--- src/hw/rtl/mlpcr_pkg.sv ---
// mlpcr_pkg: shared constants, codes and types of the clamped relu mlp inference unit
// no dependencies; used by the interfaces, the mac datapath and the top level

package mlpcr_pkg;

	// network geometry
	localparam int MAX_LAYERS = 6;
	localparam int MAX_WIDTH  = 16;
	localparam int VALUE_BITS = 16;

	// field and index widths
	localparam int CMD_W  = 2;
	localparam int LSEL_W = 3;
	localparam int NIDX_W = $clog2(MAX_WIDTH);
	localparam int SIZE_W = 5;
	localparam int LCNT_W = 3;
	localparam int THR_W  = 14;

	// fixed point and accumulator
	localparam int FRAC_BITS = 13;
	localparam int ACT_W     = FRAC_BITS + 1;
	localparam int PROD_W    = 2 * VALUE_BITS;
	localparam int ACC_W     = 40;

	// stores
	localparam int W_DEPTH  = (MAX_LAYERS - 1) * MAX_WIDTH * MAX_WIDTH;
	localparam int B_DEPTH  = (MAX_LAYERS - 1) * MAX_WIDTH;
	localparam int W_ADDR_W = $clog2(W_DEPTH);
	localparam int B_ADDR_W = $clog2(B_DEPTH);

	// configuration port
	localparam int CFG_IDX_W  = 4;
	localparam int CFG_DATA_W = 14;

	// command codes
	localparam logic [CMD_W-1:0] CMD_WEIGHT = 2'd0;
	localparam logic [CMD_W-1:0] CMD_BIAS   = 2'd1;
	localparam logic [CMD_W-1:0] CMD_INPUT  = 2'd2;
	localparam logic [CMD_W-1:0] CMD_RUN    = 2'd3;

	// register indexes
	localparam logic [CFG_IDX_W-1:0] REG_LAYER_COUNT = 4'd0;
	localparam logic [CFG_IDX_W-1:0] REG_SIZE_FIRST  = 4'd1;
	localparam logic [CFG_IDX_W-1:0] REG_SIZE_LAST   = 4'd6;
	localparam logic [CFG_IDX_W-1:0] REG_THRESHOLD   = 4'd7;

	// reset values
	localparam logic [LCNT_W-1:0] LCNT_RESET = 3'd3;
	localparam logic [SIZE_W-1:0] SIZE_RESET = 5'd16;
	localparam logic [THR_W-1:0]  THR_RESET  = 14'd4096;

	// mac datapath controls
	typedef struct packed {
		logic mul_weight;
		logic load_bias;
		logic acc_clr;
		logic acc_add;
	} mac_ctrl_t;

endpackage

--- src/hw/rtl/mlpcr_mac.sv ---
// mlpcr_mac: shared multiply, saturating accumulate and relu/clamp unit
// depends on mlpcr_pkg for widths and the mac_ctrl_t control struct

module mlpcr_mac (
	input  logic                                   clk,
	input  mlpcr_pkg::mac_ctrl_t                   ctrl,
	input  logic signed [mlpcr_pkg::VALUE_BITS-1:0] weight,
	input  logic signed [mlpcr_pkg::VALUE_BITS-1:0] operand,
	input  logic signed [mlpcr_pkg::VALUE_BITS-1:0] bias,
	output logic [mlpcr_pkg::ACT_W-1:0]            act
);

	localparam int PW = mlpcr_pkg::PROD_W;
	localparam int AW = mlpcr_pkg::ACC_W;
	localparam int FB = mlpcr_pkg::FRAC_BITS;

	localparam logic signed [AW-1:0] ACC_MAX = {1'b0, {(AW-1){1'b1}}};
	localparam logic signed [AW-1:0] ACC_MIN = {1'b1, {(AW-1){1'b0}}};
	localparam logic signed [AW-1:0] ONE_SQ  = AW'(1) <<< (2 * FB);

	logic signed [PW-1:0] prod_q;
	logic signed [AW-1:0] acc_q;
	logic signed [AW:0]   sum;
	logic signed [AW-1:0] sum_sat;

	// one product or the scaled bias per cycle
	always_ff @(posedge clk) begin
		if (ctrl.mul_weight) begin
			prod_q <= PW'(weight * operand);
		end else if (ctrl.load_bias) begin
			prod_q <= PW'(bias) <<< FB;
		end
	end

	// saturating add on one extra bit
	always_comb begin
		sum = {acc_q[AW-1], acc_q} + (AW+1)'(prod_q);
		if (sum[AW] != sum[AW-1]) begin
			sum_sat = sum[AW] ? ACC_MIN : ACC_MAX;
		end else begin
			sum_sat = sum[AW-1:0];
		end
	end

	always_ff @(posedge clk) begin
		if (ctrl.acc_clr) begin
			acc_q <= '0;
		end else if (ctrl.acc_add) begin
			acc_q <= sum_sat;
		end
	end

	// relu, clamp at one, rescale from 2*FB to FB fraction bits
	always_comb begin
		if (acc_q <= 0) begin
			act = '0;
		end else if (acc_q >= ONE_SQ) begin
			act = mlpcr_pkg::ACT_W'(1) << FB;
		end else begin
			act = {1'b0, acc_q[2*FB-1:FB]};
		end
	end

endmodule

--- config.mk ---
export PLATFORM = sky130hd
export DESIGN_NAME = mlpcr_mac
export DESIGN_NICKNAME = d
export VERILOG_FILES = /design/src/hw/rtl/mlpcr_pkg.sv /design/src/hw/rtl/mlpcr_mac.sv
export SDC_FILE = /design/constraint.sdc
export NUM_CORES = 1
export LEC_CHECK = 0
export ABC_AREA = 1
export BUFFER_PORTS_ARGS = -buffer_cell sky130_fd_sc_hd__buf_2
export CAP_MARGIN = 20
export CORE_AREA = 3 3 259 261
export DETAILED_ROUTE_END_ITERATION = 6
export DIE_AREA = 0 0 262 264
export HOLD_SLACK_MARGIN = 0.12
export PLACE_DENSITY = 0.43
export SYNTH_ARGS = -nofsm -noshare
export SYNTH_HDL_FRONTEND = slang
export SYNTH_SLANG_ARGS = --single-unit
--- constraint.sdc ---
create_clock -name clk -period 12 [get_ports clk]
set_input_delay 1.2 -clock clk [delete_from_list [all_inputs] [get_ports clk]]
set_output_delay 1.2 -clock clk [all_outputs]
set_load 0.005 [all_outputs]
## Word level (Yosys, flattened, before mapping)

Cells that the tools add are included.

| cells by class | value |
|---|---|
| eq/ne operators | 1 |
| mux-type cells | 6 |
| reduce and logical (&&, ||, !) cells | 1 |
| multipliers | 1 |
| magnitude comparators | 2 |
| add/subtract/negate cells | 1 |

Operators by type and width:

| operator | count |
|---|---|
| two-way mux 40 bit | 2 |
| two-way mux 32 bit | 2 |
| adder 40 x 32 -> 41 bit | 1 |
| greater-or-equal comparator 40 x 28 -> 1 bit (second input constant) | 1 |
| <= comparator 40 x 1 -> 1 bit (second input constant) | 1 |
| multiplier 16 x 16 -> 32 bit | 1 |
| two-way mux 14 bit | 2 |
| nonzero test 2 bit | 1 |
| inequality test 1 bit | 1 |

| word-level totals | value |
|---|---|
| logic and storage cells | 14 |
| output and inout port bits | 14 |
| flip-flop bits (word level) | 72 |
| input port bits | 53 |

## Longest topological paths before layout

| depth | value |
|---|---|
| depth in word-level cells | 3 |
| depth in mapped cells | 29 |
| gate-level depth less buffers | 27 |

## Worst setup path before layout

OpenSTA, ideal clock, no wires.

| timing | value |
|---|---|
| kind | input to register |
| start point | input port weight[5] (netlist name) |
| end point | register prod_q[21], data pin |
| arrival | 6.521 ns |
| stages on the path | 23 |
| path buffers | 2 |
| required time | 11.747 ns |
| setup slack | 5.225 ns |
| setup time | 0.253 ns |
| cells stage by stage | clkbuf_1 clkbuf_1 nand2_1 fa_1 inv_1 fa_1 inv_1 fa_1 inv_1 fa_1 fa_1 inv_1 fa_1 inv_1 ha_1 a21o_1 a21oi_1 nand3_1 a31oi_1 o21ai_0 or2_2 nand3_1 nand2_1 |

| between the ends | value |
|---|---|
| word-level cells in the longest chain between the ends | 2 |

RTL lines:

| element | RTL line | RTL |
|---|---|---|
| start: declaration | mlpcr_mac.sv:7 | `input logic signed [mlpcr_pkg::VALUE_BITS-1:0] weight,` |
| multiplier 16 x 16 -> 32 bit | mlpcr_mac.sv:29 | `prod_q <= PW'(weight * operand);` |
| two-way mux 32 bit | mlpcr_mac.sv:28 | `if (ctrl.mul_weight) begin` |
| end signal: assignment | mlpcr_mac.sv:29 |  |
| end signal: assignment | mlpcr_mac.sv:31 | `prod_q <= PW'(bias) <<< FB;` |
| end: declaration | mlpcr_mac.sv:21 | `logic signed [PW-1:0] prod_q;` |

No other way between the ends.
A chain may end at the register's enable or synchronous reset.

## Final worst setup path

| timing | value |
|---|---|
| start point | input port operand[15] (netlist name) |
| end point | register prod_q[29], data pin |

| between the ends | value |
|---|---|
| word-level cells in the longest chain between the ends | 2 |

RTL lines:

| element | RTL line | RTL |
|---|---|---|
| start: declaration | mlpcr_mac.sv:8 | `input logic signed [mlpcr_pkg::VALUE_BITS-1:0] operand,` |
| multiplier 16 x 16 -> 32 bit | mlpcr_mac.sv:29 |  |
| two-way mux 32 bit | mlpcr_mac.sv:28 |  |

No other way between the ends.

==> flow_metrics.py <==
metrics = {
    "status": {
        "status": "completed",
    },
    "sta": {
        "finalCritPeriodShare_pct": 58.76,
        "fin_tns_setup_ps": 0,
        "rsz0062_at_grt": "false",
        "slew_viol_final": 0,
        "fmax_ghz": 0.1418,
        "worst_slew_pin_slew_ps": 1002,
        "finalHoldViolations": 0,
        "fin_crit_ps": 7051,
        "max_slew_margin_pct": 33.15,
        "clock_skew_ps": 13.51,
        "setup_viol": 0,
    },
    "floorplanning": {
        "dieWidth_um": 262,
        "core.rowCount": 93,
        "dieHeight_um": 264,
        "coreArea_um2": 64700,
        "start_util_pct": 25.06,
        "top_level_ports": 67,
        "dieArea_um2": 69170,
    },
    "global_routing": {
        "antenna_found_initial": 0,
        "grt_pass1_vias": 14400,
        "grt_pass1_wl_um": 78890,
        "grt_max_degree": 45,
        "globalRouteOverflowTotal": 0,
        "track_usage_pct": 14.42,
    },
    "clocking": {
        "cts_tree": "built",
        "cts_root_buf": "clkbuf_16",
        "hold_buffers": 0,
        "cts-htree-levels": 3,
        "clock_path_buffers": 2,
        "cts_made_buffers": 9,
        "clk_latency_ps": 360,
        "cts_sinks": 72,
        "post_cts_buffers": 0,
        "clkSlewWorstSetupHoldPaths_ps": 70,
        "cts_resized": 0,
    },
    "cells_and_area": {
        "syn_to_final_growth_pct": 8.388,
        "drive_gt1_share_pct": 7.385,
        "finalInstanceArea_um2": 17570,
        "fin_nets": 2613,
        "diodes": 0,
        "post-route-util_pct": 27.16,
        "final_cells": 3035,
    },
    "drt": {
        "drt_iter0_drc": 543,
        "vias": 13235,
        "wl_per_cell_um": 15.96,
        "dr.pass1.iters": 5,
        "routed_wl_um": 48430,
        "vias_per_cell": 4.361,
        "route.antenna.remaining_nets": 0,
        "drc_errors": 0,
    },
    "synthesis": {
        "ys.warnings.count": 0,
        "synth_cells": 2176,
        "ys.flop_type": "dfxtp_1",
        "synth_most_common_cell": "nand2_1",
        "syn_area_per_cell_um2": 7.451,
        "synthArstFlopShare_pct": 0,
        "ys_seq_area_share_pct": 10.87,
        "synth-seq-cells": 72,
        "synth_common_cells": "551 x nand2_1, 509 x inv_1, 263 x fa_1, 122 x ha_1, 117 x nor2_1",
        "synth.distinct_cells": 44,
        "synth-edff-count": 32,
        "synthesis.area_um2": 16210,
        "synth_top_area_cell": "fa_1",
        "syn-num-nets": 2614,
        "synth_top_cell_area_share_pct": 32.47,
        "synth_area_leaders": "fa_1 32%, nand2_1 13%, inv_1 12%",
    },
    "placed_design": {
        "dp_hpwl_um": 41350,
        "io_buffers": 66,
        "numPlacedInstances": 3017,
        "placed_cell_area_um2": 17260,
        "gp_congestion": 0.8714,
    },
    "worst_setup_path": {
        "reg2reg_from": "prod_q[0]",
        "critPathLaunch": "operand[15]",
        "worstPathRequired_ps": 12090,
        "worstPathArrival_ps": 7140,
        "critPathCaptureType": "flip-flop",
        "worstSetupPathType": "in -> reg",
        "critical_path.max_fanout": 17,
        "setup.worst_path.start_class": "primary input",
    },
    "hold_path": {
        "hold_path.class": "reg -> reg",
        "min_from": "acc_q[1]",
    },
    "run": {
        "maxCapViolCount": 0,
    },
}
==> cell families (layout without fill, tap and decap cells) <==
| family | after synthesis | after routing | synth area share [%] |
|---|---|---|---|
| AND/OR/NAND/NOR | 830 | 830 | 21.57 |
| buffers and inverters | 594 | 598 | 14.11 |
| adder cells (fa/ha/maj) | 385 | 385 | 41.89 |
| AO/OA/AOI/OAI | 250 | 250 | 9.144 |
| flip-flops | 72 | 72 | 10.87 |
| XOR/XNOR | 45 | 45 | 2.431 |
==> area by class of cell <==
type,instances,area [um2]
repair buffers,68,342.8
clock buffers,9,225.2
flip-flops and latches,72,1762
clock inverters,7,77.57
inverters,514,1932
multi-input cells,1510,12170
fillers,7276,47120
well taps,855,1070
==> metrics by stage <==
stage | hold WS (ps) | setup WS, ps
after detailed placement | 534.7 | 4519
after global placement | 507.1 | 4489
after global routing | 583.5 | 4573
final | 538.0 | 4949
after CTS | 548.7 | 4876
after floorplan | 468.9 | 5225
==> sequential cells by signal, indices dropped and copies added, names as in the netlist <==
register and count:
prod_q 32, acc_q 40
==> metal layers <==
layer,up-vias,wire (um),GRT usage (%)
met5,-,0,0
met4,0,923,3.263
met3,42,1144,1.150
met2,194,24280,25.83
met1,6444,22080,18.80
li1,6555,-,-
==> layout by cell type (no fill, tap or decap), drive strengths merged, types with 14 or more instances in the layout <==
cell	instances
nand2	567
inv	516
fa	263
ha	122
nor2	121
a21oi	117
o21ai	88
buf	68
nand3	66
dfxtp	40
edfxtp	32
xor2	28
nand4	20
xnor2	17
or2	15
nor4	14
==> final timing paths <==
check	endpoint	slack, ps	depth (start not counted)
max	prod_q[29]	4950	23
min	acc_q[1]	540	2
max reg2reg	acc_q[33]	8610	15
min reg2reg	acc_q[1]	540	2
==> critical path, stage by stage <==
cell and delay, ps:
buf_2 70, inv_1 270, or2_2 410, fa_1 510
fa_1 540, inv_1 50, fa_1 500, fa_1 530
fa_1 540, inv_1 60, fa_1 540, inv_1 50
ha_1 340, nand2_1 100, inv_1 110, nand2_1 60
nor2_1 290, nand4_1 250, nand3_1 210, a21o_1 180
nand2_1 80, a21oi_1 130, o21ai_0 120
Power is not shown: default switching activity piles up to over one toggle a cycle in this logic, so the estimate is an artifact.
