$ cat src/hw/rtl/mlpcr_ram.sv
// mlpcr_ram: generic single write, single read ram with registered read data
// no dependencies

module mlpcr_ram #(
	parameter int WIDTH = 16,
	parameter int DEPTH = 16
) (
	input  logic                     clk,
	input  logic                     we,
	input  logic [$clog2(DEPTH)-1:0] waddr,
	input  logic [WIDTH-1:0]         wdata,
	input  logic [$clog2(DEPTH)-1:0] raddr,
	output logic [WIDTH-1:0]         rdata
);

	logic [WIDTH-1:0] mem [DEPTH];

	always_ff @(posedge clk) begin
		if (we) begin
			mem[waddr] <= wdata;
		end
		rdata <= mem[raddr];
	end

endmodule

$ cat config.mk
export PLATFORM = sky130hd
export DESIGN_NAME = mlpcr_ram
export DESIGN_NICKNAME = d
export VERILOG_FILES = /design/src/hw/rtl/mlpcr_ram.sv
export SDC_FILE = /design/constraint.sdc
export NUM_CORES = 1
export LEC_CHECK = 0
export BUFFER_PORTS_ARGS = -buffer_cell sky130_fd_sc_hd__buf_2
export CAP_MARGIN = 20
export CORE_MARGIN = 5
export CORE_UTILIZATION = 54
export CTS_BUF_LIST = sky130_fd_sc_hd__clkbuf_4
export DETAILED_ROUTE_END_ITERATION = 8
export PLACE_DENSITY = 0.71
export RECOVER_POWER = 25
export SYNTH_ARGS = -nofsm -noshare
export SYNTH_HDL_FRONTEND = slang
export SYNTH_SLANG_ARGS = --single-unit
$ cat constraint.sdc
create_clock -name clk -period 4.3 [get_ports clk]
set_input_delay 0.86 -clock clk [delete_from_list [all_inputs] [get_ports clk]]
set_output_delay 0.86 -clock clk [all_outputs]
set_load 0.02 [all_outputs]
== After elaboration in Yosys (flattened, before gate mapping) ==
Memories as Yosys holds them, arrays and structs flattened. A register that Yosys moved wholly into a read port is not among the register bits.
Index checks and enable logic that the tools add are counted.

* Output and inout port bits: 16
* Input bits: 26
* Memories: 1
* Memory bits (writable): 256
* Flip-flop bits (word level): 0

* Muxes and demuxes: 2

{| class="wikitable"
|+ Memory list
! memory !! depth !! width !! read ports !! clocked after memory_dff !! wr ports !! RTL line !! RTL
|-
| mem || 16 || 16 || 1 || 1 || 1 || 16 || <nowiki>logic [WIDTH-1:0] mem [DEPTH];</nowiki>
|}

{| class="wikitable"
|+ Operators with widths
! operator !! number
|-
| $mux W1 || 2
|}

== Longest topological paths before layout ==
Gate-level depths: netlist of run 1.

* Depth after elaboration: 2
* Mapped depth: 5

== Least setup slack after synthesis of run 1 ==
Ideal clock, no wire load.

* Path type: input to register
* From: input waddr[2]
* To: memory mem[0][0] (enable)
* Library setup time: 409 ps
* Setup slack: 1385 ps
* Data required time: 3891 ps
* Path buffers: 0
* Arrival time: 2506 ps
* Stages on the path: 2
* Path through: or3b_2 -> nor3_1

{| class="wikitable"
|+ RTL lines
! element !! RTL line !! RTL
|-
| start: declaration || 10 || <nowiki>input logic [$clog2(DEPTH)-1:0] waddr,</nowiki>
|-
| end: declaration || 16 ||
|}

Straight into the memory's write port.

==> results of run 1 <==
==> flip-flops by register name, indices dropped and copies added (netlist names) <==
name	cells
rdata	16
mem	256
==> cells in the mapped netlist, drive strengths merged <==
library cell	count	area share, %
or3b	1	0.087
dfxtp	16	3.2
nand2b	2	0.12
and2	1	0.062
nand2	17	0.64
buf	13	0.93
clkbuf	8	0.30
a22oi	32	2.4
nor2b	2	0.12
nor2	13	0.49
nor3	4	0.20
mux4	64	15
nand3b	2	0.15
nand3	1	0.050
edfxtp	256	77
==> power by group <==
part	internal, mW	switching [mW]	total (mW)
clock	1.20	0.964	2.17
combinational	0.108	0.166	0.274
sequential	2.96	0.0170	2.98
total	4.27	1.15	5.42
==> worst reg2reg max path: stages, from the launching register on <==
cell,delay (ps)
sky130_fd_sc_hd__edfxtp_1,390
sky130_fd_sc_hd__mux4_2,480
sky130_fd_sc_hd__a22oi_1,200
sky130_fd_sc_hd__nand2_1,90
==> logic make-up after synthesis <==
family | share of synthesized area [%]
AO/OA/AOI/OAI | 2.39
multiplexers | 14.7
buffers and inverters | 1.23
flip-flops | 79.7
AND/OR/NAND/NOR | 1.92
==> routing by layer <==
metal | part of all wire, % | wire (um)
met4 | 1.1 | 225
met5 | 0 | 0
met3 | 6.5 | 1350
met2 | 52 | 10900
met1 | 40 | 8430
==> cell type report <==
type / instances / area share (%)
Multi-Input combinational cell: 139 / 17.0
Tap cell: 229 / 2.49
Clock inverter: 17 / 1.02
Clock buffer: 102 / 6.65
Sequential cell: 272 / 69.5
Timing Repair Buffer: 63 / 3.30
==> stage by stage <==
stage	utilization, %	instances	hold slack, ps
final	63.5	822	585
after global routing	63.5	822	575
after CTS	63.6	822	535
after detailed placement	58.7	703	660
after global placement	58.7	703	657
after floorplan	-	432	635
==> final timing paths <==
| path | startpoint | to | slack [ps] | depth (start not counted) |
|---|---|---|---|---|
| max reg2reg | mem[14][1]$_DFFE_PP_ | rdata[1]$_DFF_P_ | 3010 | 3 |
| min | wdata[9] | mem[10][9]$_DFFE_PP_ | 590 | 1 |
| max | raddr[0] | rdata[0]$_DFF_P_ | 2150 | 5 |
| min reg2reg | mem[12][11]$_DFFE_PP_ | rdata[11]$_DFF_P_ | 650 | 3 |
==> metrics list, run 1 <==
- The critical path contains buffers and inverters numbering 2 combined.
* Fraction of the yosys area taken by sequential cells: approximately 80%
- CTS-repair resized insts: 0
- The signal on the critical path passes through buf_4, buf_4, mux4_1, a22oi_1, nand2_1.
- Total global routing overflow: 0
* Maximum level of the CTS H-tree: 3
* DP HPWL: 11100 um
* CP Class: primary input to flop
* Port Buffer Count: between 40 and 50
- The worst setup path is captured at a flop.
* Hold Crit Class: primary input to flop
- Area post-placement: 10700 um2
- In the finished design, the share of the clock period the worst path needs comes to 49.9%.
* Syn Std Cell Area: between 10000 and 15000 um2
- Data on the critical path is required at its endpoint by ~4800 ps.
* Overall Power: about 5.4 mW
* Post-Route WL: around 21000 um
- Of all nets on the critical path, the largest fanout is 39.
- CTS saw between 200 and 300 sinks.
* Total via count in the routed design: about 4900
- Number of iterations in the first detailed-routing pass: 5
* Top-level port count: 42
- Setup repair after global routing left no endpoint under its margin.
- GRT Max-Usage Layer: met2
- Counting the buffers created by CTS gives 68.
- Relative to the synthesized area, the layout overhead comes to 14.7%.
- In this run the tightest slew margin relative to its limit is approximately 28%.
- The final max-slew violation count is 0.
* Detailed Route Iter0 Violations: ~470
- The total area inside the core boundary comes to 18100 um2.
- CP dominant cell by count: sky130_fd_sc_hd__buf_4
* Post-Synthesis Cells: around 430
- In the final routed layout, each cell accounts on average for 25.4 um.
* Delay of the slowest critical-path stage: 620 ps
- For the pin with the worst max-slew slack, the measured transition is around 1100 ps.
- Max frequency: between 0.4 and 0.5 GHz
- The run finished with clean final reports.
- TritonCTS built the clock tree.
* Most frequent standard cell in the layout excluding fill and tap cells: sky130_fd_sc_hd__edfxtp_1
- Total GRT Usage: 20.2%
- From bottom edge to top edge, the die measures roughly 150 um.
- Row count: between 40 and 50
- In this run, distinct cell masters in the synthesized netlist total 19.
- For met2 alone, demand over resource in global routing was 33.5%.
* Power per standard cell area: ~470 nW/um2
- In this run the remaining antenna-violating nets after routing total 0.
- Summing all multi-input logic gate instances after layout gives 1960 um2.
- Die span in x: roughly 150 um
- Cts hold-fix bufs: 0
- Fraction of layout instances using a drive strength above 1: 38.4%
* Initial antenna violation count: 0
- The floorplan step defined a die boundary enclosing approximately 21000 um2.
- In this run the deepest clock path goes through 3 buffers.
- The congestion estimate from routability-driven global placement came to around 0.71.
- After the last flow step, the layout net total stands at 570.
- CTS clk-pin slew, worst paths: ~70 ps
- The number of global-route vias before repair was around 5300.
- Clock latency on the worst-skew pair: around 650 ps
- The slowest stage of the critical path is the sky130_fd_sc_hd__buf_4 cell.
* Setup WS pre-CTS: between 1000 and 1500 ps
* Buffer type at the clock tree root: sky130_fd_sc_hd__clkbuf_4
* Initial cell density of the core: about 55%
- Setup skew after layout: about 35 ps
- In the final timing run, aggregate negative setup slack is 0 ps.
- Setup violations remaining at the end of the flow were counted as 0.
* Vias per inst: roughly 6.0
* Most frequent cells in the layout: 256 x sky130_fd_sc_hd__edfxtp_1, 102 x sky130_fd_sc_hd__clkbuf_4, 54 x sky130_fd_sc_hd__mux4_2
* Antenna diodes: 0
- Post-CTS Repair Setup Buffers: 0
- In the final layout, flip-flops and latches occupy between 8000 and 9000 um2.
* Final period demand of the worst path: 2150 ps
- Global-route wire length before repair: ~32000 um
- Met3 layer usage reported by global route: ~4.4%
- For this run, the number of Yosys warnings is 0.
- Arrival time worst endpoint: between 2000 and 3000 ps
- Design Area, Final: roughly 12000 um2
* GRT met1 Usage: between 20 and 30%
- Number of hold violations in the final report: 0
- Entering global routing, the biggest net connects 40 pins.
* Syn_nets: between 400 and 500
- Setup WS post-layout: between 2000 and 2500 ps
* Average cell area after synthesis: 23.2 um2
- STA classifies the critical path startpoint as a primary input.
- The layout has between 1000 and 1500 filler cells.
* Standby leakage power: between 3 and 4 nW
- Synthesis inferred around 270 register bits.
- Count of maximum capacitance violations: 0
- Worst path top cell family by delay: buffers and inverters
- Peak supply drop: 0.264 mV
* Final routed DRC violation total: 0
No activity file was read; power rests on OpenSTA's default activity.
==> run 2: changes to the inputs <==
PLACE_DENSITY = 0.74   (was 0.71)
clock period = 1.7 ns   (was 4.3 ns; I/O delays follow)
==> run 2 against run 1 <==
  * Utilization grew 1.8 points
  * Power grew to 2.5 times the previous value
  * Die area is the same
  * Count of clock-buffer cells in the layout grew 9
  * First-iteration DRC count is 2.5% higher
  * Critical path depth decreased by 4
  * Sequential power rose to 2.5 times the previous value
  * Clock power increased to 2.6 times the previous value
  * Global-route usage shrank 0.96 points
  * Cell count increased by 2.6%
  * Via count rose by 0.10%
==> metrics list, run 2 (synthesized netlist as in run 1, its figures left out) <==
- Outcome: finished clean
- Overall power consumption after layout is estimated at about 14 mW.
* Cell-by-cell trace of the critical path: buf_2
- Across the VDD grid, the largest voltage drop is around 0.63 mV.
- Setup skew after layout: 24.1 ps
- For this block, the initial DRC count from the detailed router was just under 500.
- First element of the critical path: rdata[8]$_DFF_P_
* Die span in x: 146 um
* Post-Route WL: roughly 20000 um
- Clock latency on the worst-skew pair: about 630 ps
- The number of antenna violations at the first check in global routing was 0.
* Worst path top cell family by delay: flip-flops
* CTS-repair resized insts: 0
- Post-synthesis to final-layout area growth: 18.0%
- For this run, the post-layout net count is between 500 and 600.
- Total global routing overflow: 0
- Number of gates on the worst path with buffers counted: 1
* Row count: around 50
- Max Slew Vio Count: 0
- Most frequent standard cell in the layout excluding fill and tap cells: sky130_fd_sc_hd__edfxtp_1
* Die ar.: approximately 21000 um2
* Buffer type at the clock tree root: sky130_fd_sc_hd__clkbuf_4
- The register with the most flip-flops in the final layout is mem.
- Clk sink count: roughly 270
- The tightest hold path in the finished design has a slack of slightly above 80 ps.
- Worst-case clock buffer depth: 3
- Of all nets on the critical path, the largest fanout is 1.
* Cts hold-fix bufs: 0
- The detailed router placed between 4000 and 5000 vias in this run.
* Sw Pwr: between 2 and 3 mW
- STA puts the critical path data required time at 1360 ps.
- The most critical setup path has its endpoint at rdata[8].
- RePlAce Congestion: 0.768
- The number of global-route vias before repair came to roughly 5300.
- Number of iterations in the first detailed-routing pass: 7
- The top cell types in the final layout, fill and taps aside, are 256 x sky130_fd_sc_hd__edfxtp_1, 111 x sky130_fd_sc_hd__clkbuf_4, 54 x sky130_fd_sc_hd__mux4_2.
- The largest single stage delay on the critical path is ~380 ps.
* Worst Tran Pin Value: between 600 and 700 ps
* Port Buffer Count: 41
* Arrival time worst endpoint: 1200 ps
- After detailed routing, the number of vias per cell comes to 5.85.
* Maximum level of the CTS H-tree: 3
- Switching part of the total power: about a fifth
- Counting I/O delays and the setup requirement, the final critical path takes around 1500 ps.
- Internal power summed over all cells: ~11 mW
- CP Class: flop to output port
- The number of hold violations in the final report was 0.
* Buffers plus inverters on the worst setup path: 1
- Final routed DRC violation total: 0
* Unrepaired setup endpoints after global routing: false
- Once detail routing completed, the nets flagged for antenna violations numbered 0.
- The first global-routing pass estimated between 30000 and 40000 um of wire.
- The placed instances occupy a cell area of approximately 11000 um2.
- STA classifies the critical path startpoint as a flop.
- Once the floorplan was initialized, standard cells occupied between 50% and 60% of the core.
* Final setup vio count: 0
- Reg2Reg Setup Slack: about 300 ps
* Tcrit/Tclk final: around nine tenths
* DIE HEIGHT: around 150 um
- Capture instance of the worst register-to-register path: rdata[10]$_DFF_P_
- Max frequency: approximately 0.65 GHz
- Fraction of layout instances using a drive strength above 1: about two fifths
* Relative contribution of combinational cells to total power: about 5.3%
* DP HPWL: between 10000 and 15000 um
* Antenna diodes: 0
- After routing the design area is approximately 12000 um2.
- Largest net degree at the start of global routing: 36
- Hold Crit Class: primary input to flop
- Top-level port count: 42
* Standby leakage power: roughly 4 nW
* Count of maximum capacitance violations: 0
- Final-layout fill cell count: roughly 1200
* Clock power share: about two fifths
* Post-CTS Repair Setup Buffers: 0
- The register with the most flip-flops in the layout has between 200 and 300 of them.
- Core region area: between 15000 and 20000 um2
- TritonCTS built the clock tree.
- CTS clk-pin slew, worst paths: ~70 ps
- In this run the tightest slew margin relative to its limit is between 50% and 60%.
- The worst setup path is captured at an output port.
- Across every metal layer, demand over resource in global routing totals about 19%.
* Slowest stage cell on the critical path: sky130_fd_sc_hd__dfxtp_1
* Routed WL per cell: about 24 um
* Clock buffer count from CTS: 69
- Flop pwr share: ~55%
* Power per standard cell area: 1170 nW/um2
- Largest registers ranked by flip-flop count: mem: 256 flops, rdata: 16 flops
- Launch point of the worst reg-to-reg path: mem[1][10]$_DFFE_PP_
- Reg2reg path depth: 3
-- run 2: changes by cell type in the layout (fill, tap and decap cells not counted), moves of 4 or more --
cell / change
sky130_fd_sc_hd__nor3_4: +4
sky130_fd_sc_hd__clkbuf_4: +9
sky130_fd_sc_hd__nor3_2: -4
sky130_fd_sc_hd__buf_12: +13
-- run 2: final cells by class --
class,count,area [um2],share of cell area [%]
timing repair buffer,77,649,5.48
clock buffer,111,833,7.03
tap,229,287,2.42
clock inverter,15,82.6,0.697
sequential,272,8010,67.6
multi-input combinational,139,1990,16.8
-- run 2: worst min path at each step --
stage                                startpoint                  end  slack, ps  cells past startpoint
after global routing                   wdata[1]  mem[2][1]$_DFFE_PP_         60                      1
after CTS                              wdata[5]  mem[2][5]$_DFFE_PP_          8                      1
after global placement     mem[13][7]$_DFFE_PP_     rdata[7]$_DFF_P_        650                      3
after floorplan                        wdata[0]  mem[0][0]$_DFFE_PP_        440                      0
after detailed placement  mem[12][15]$_DFFE_PP_    rdata[15]$_DFF_P_        660                      3
final                                  wdata[1]  mem[2][1]$_DFFE_PP_         80                      1
-- run 2: power by group through the flow --
stage	clock network [mW]	registers [mW]	logic, mW
4_1_cts	5.71	7.54	0.749
3_5_place_dp	0	7.68	0.748
6_report	5.55	7.54	0.733
2_1_floorplan	0	7.73	0.367
5_1_grt	6.09	7.55	0.793
3_3_place_gp	0	7.67	0.731
-- run 2: metal layers --
layer	track usage [%]	up-vias	wire length [um]
met5	0	-	0
met4	6.40	0	252
met3	5.33	25	1640
met2	29.7	218	9850
met1	27.1	2543	8170
li1	-	2145	-
-- run 2: through the flow --
stage / util [%] / setup WS, ps / cells / setup TNS [ps]
3_5_place_dp: 60.3 / -101 / 717 / -165
6_report: 65.3 / 165 / 843 / 0
5_1_grt: 65.3 / 94.3 / 843 / 0
2_1_floorplan: - / -275 / 432 / -13200
4_1_cts: 65.4 / 111 / 843 / 0
3_3_place_gp: 60.3 / -75.3 / 717 / -149
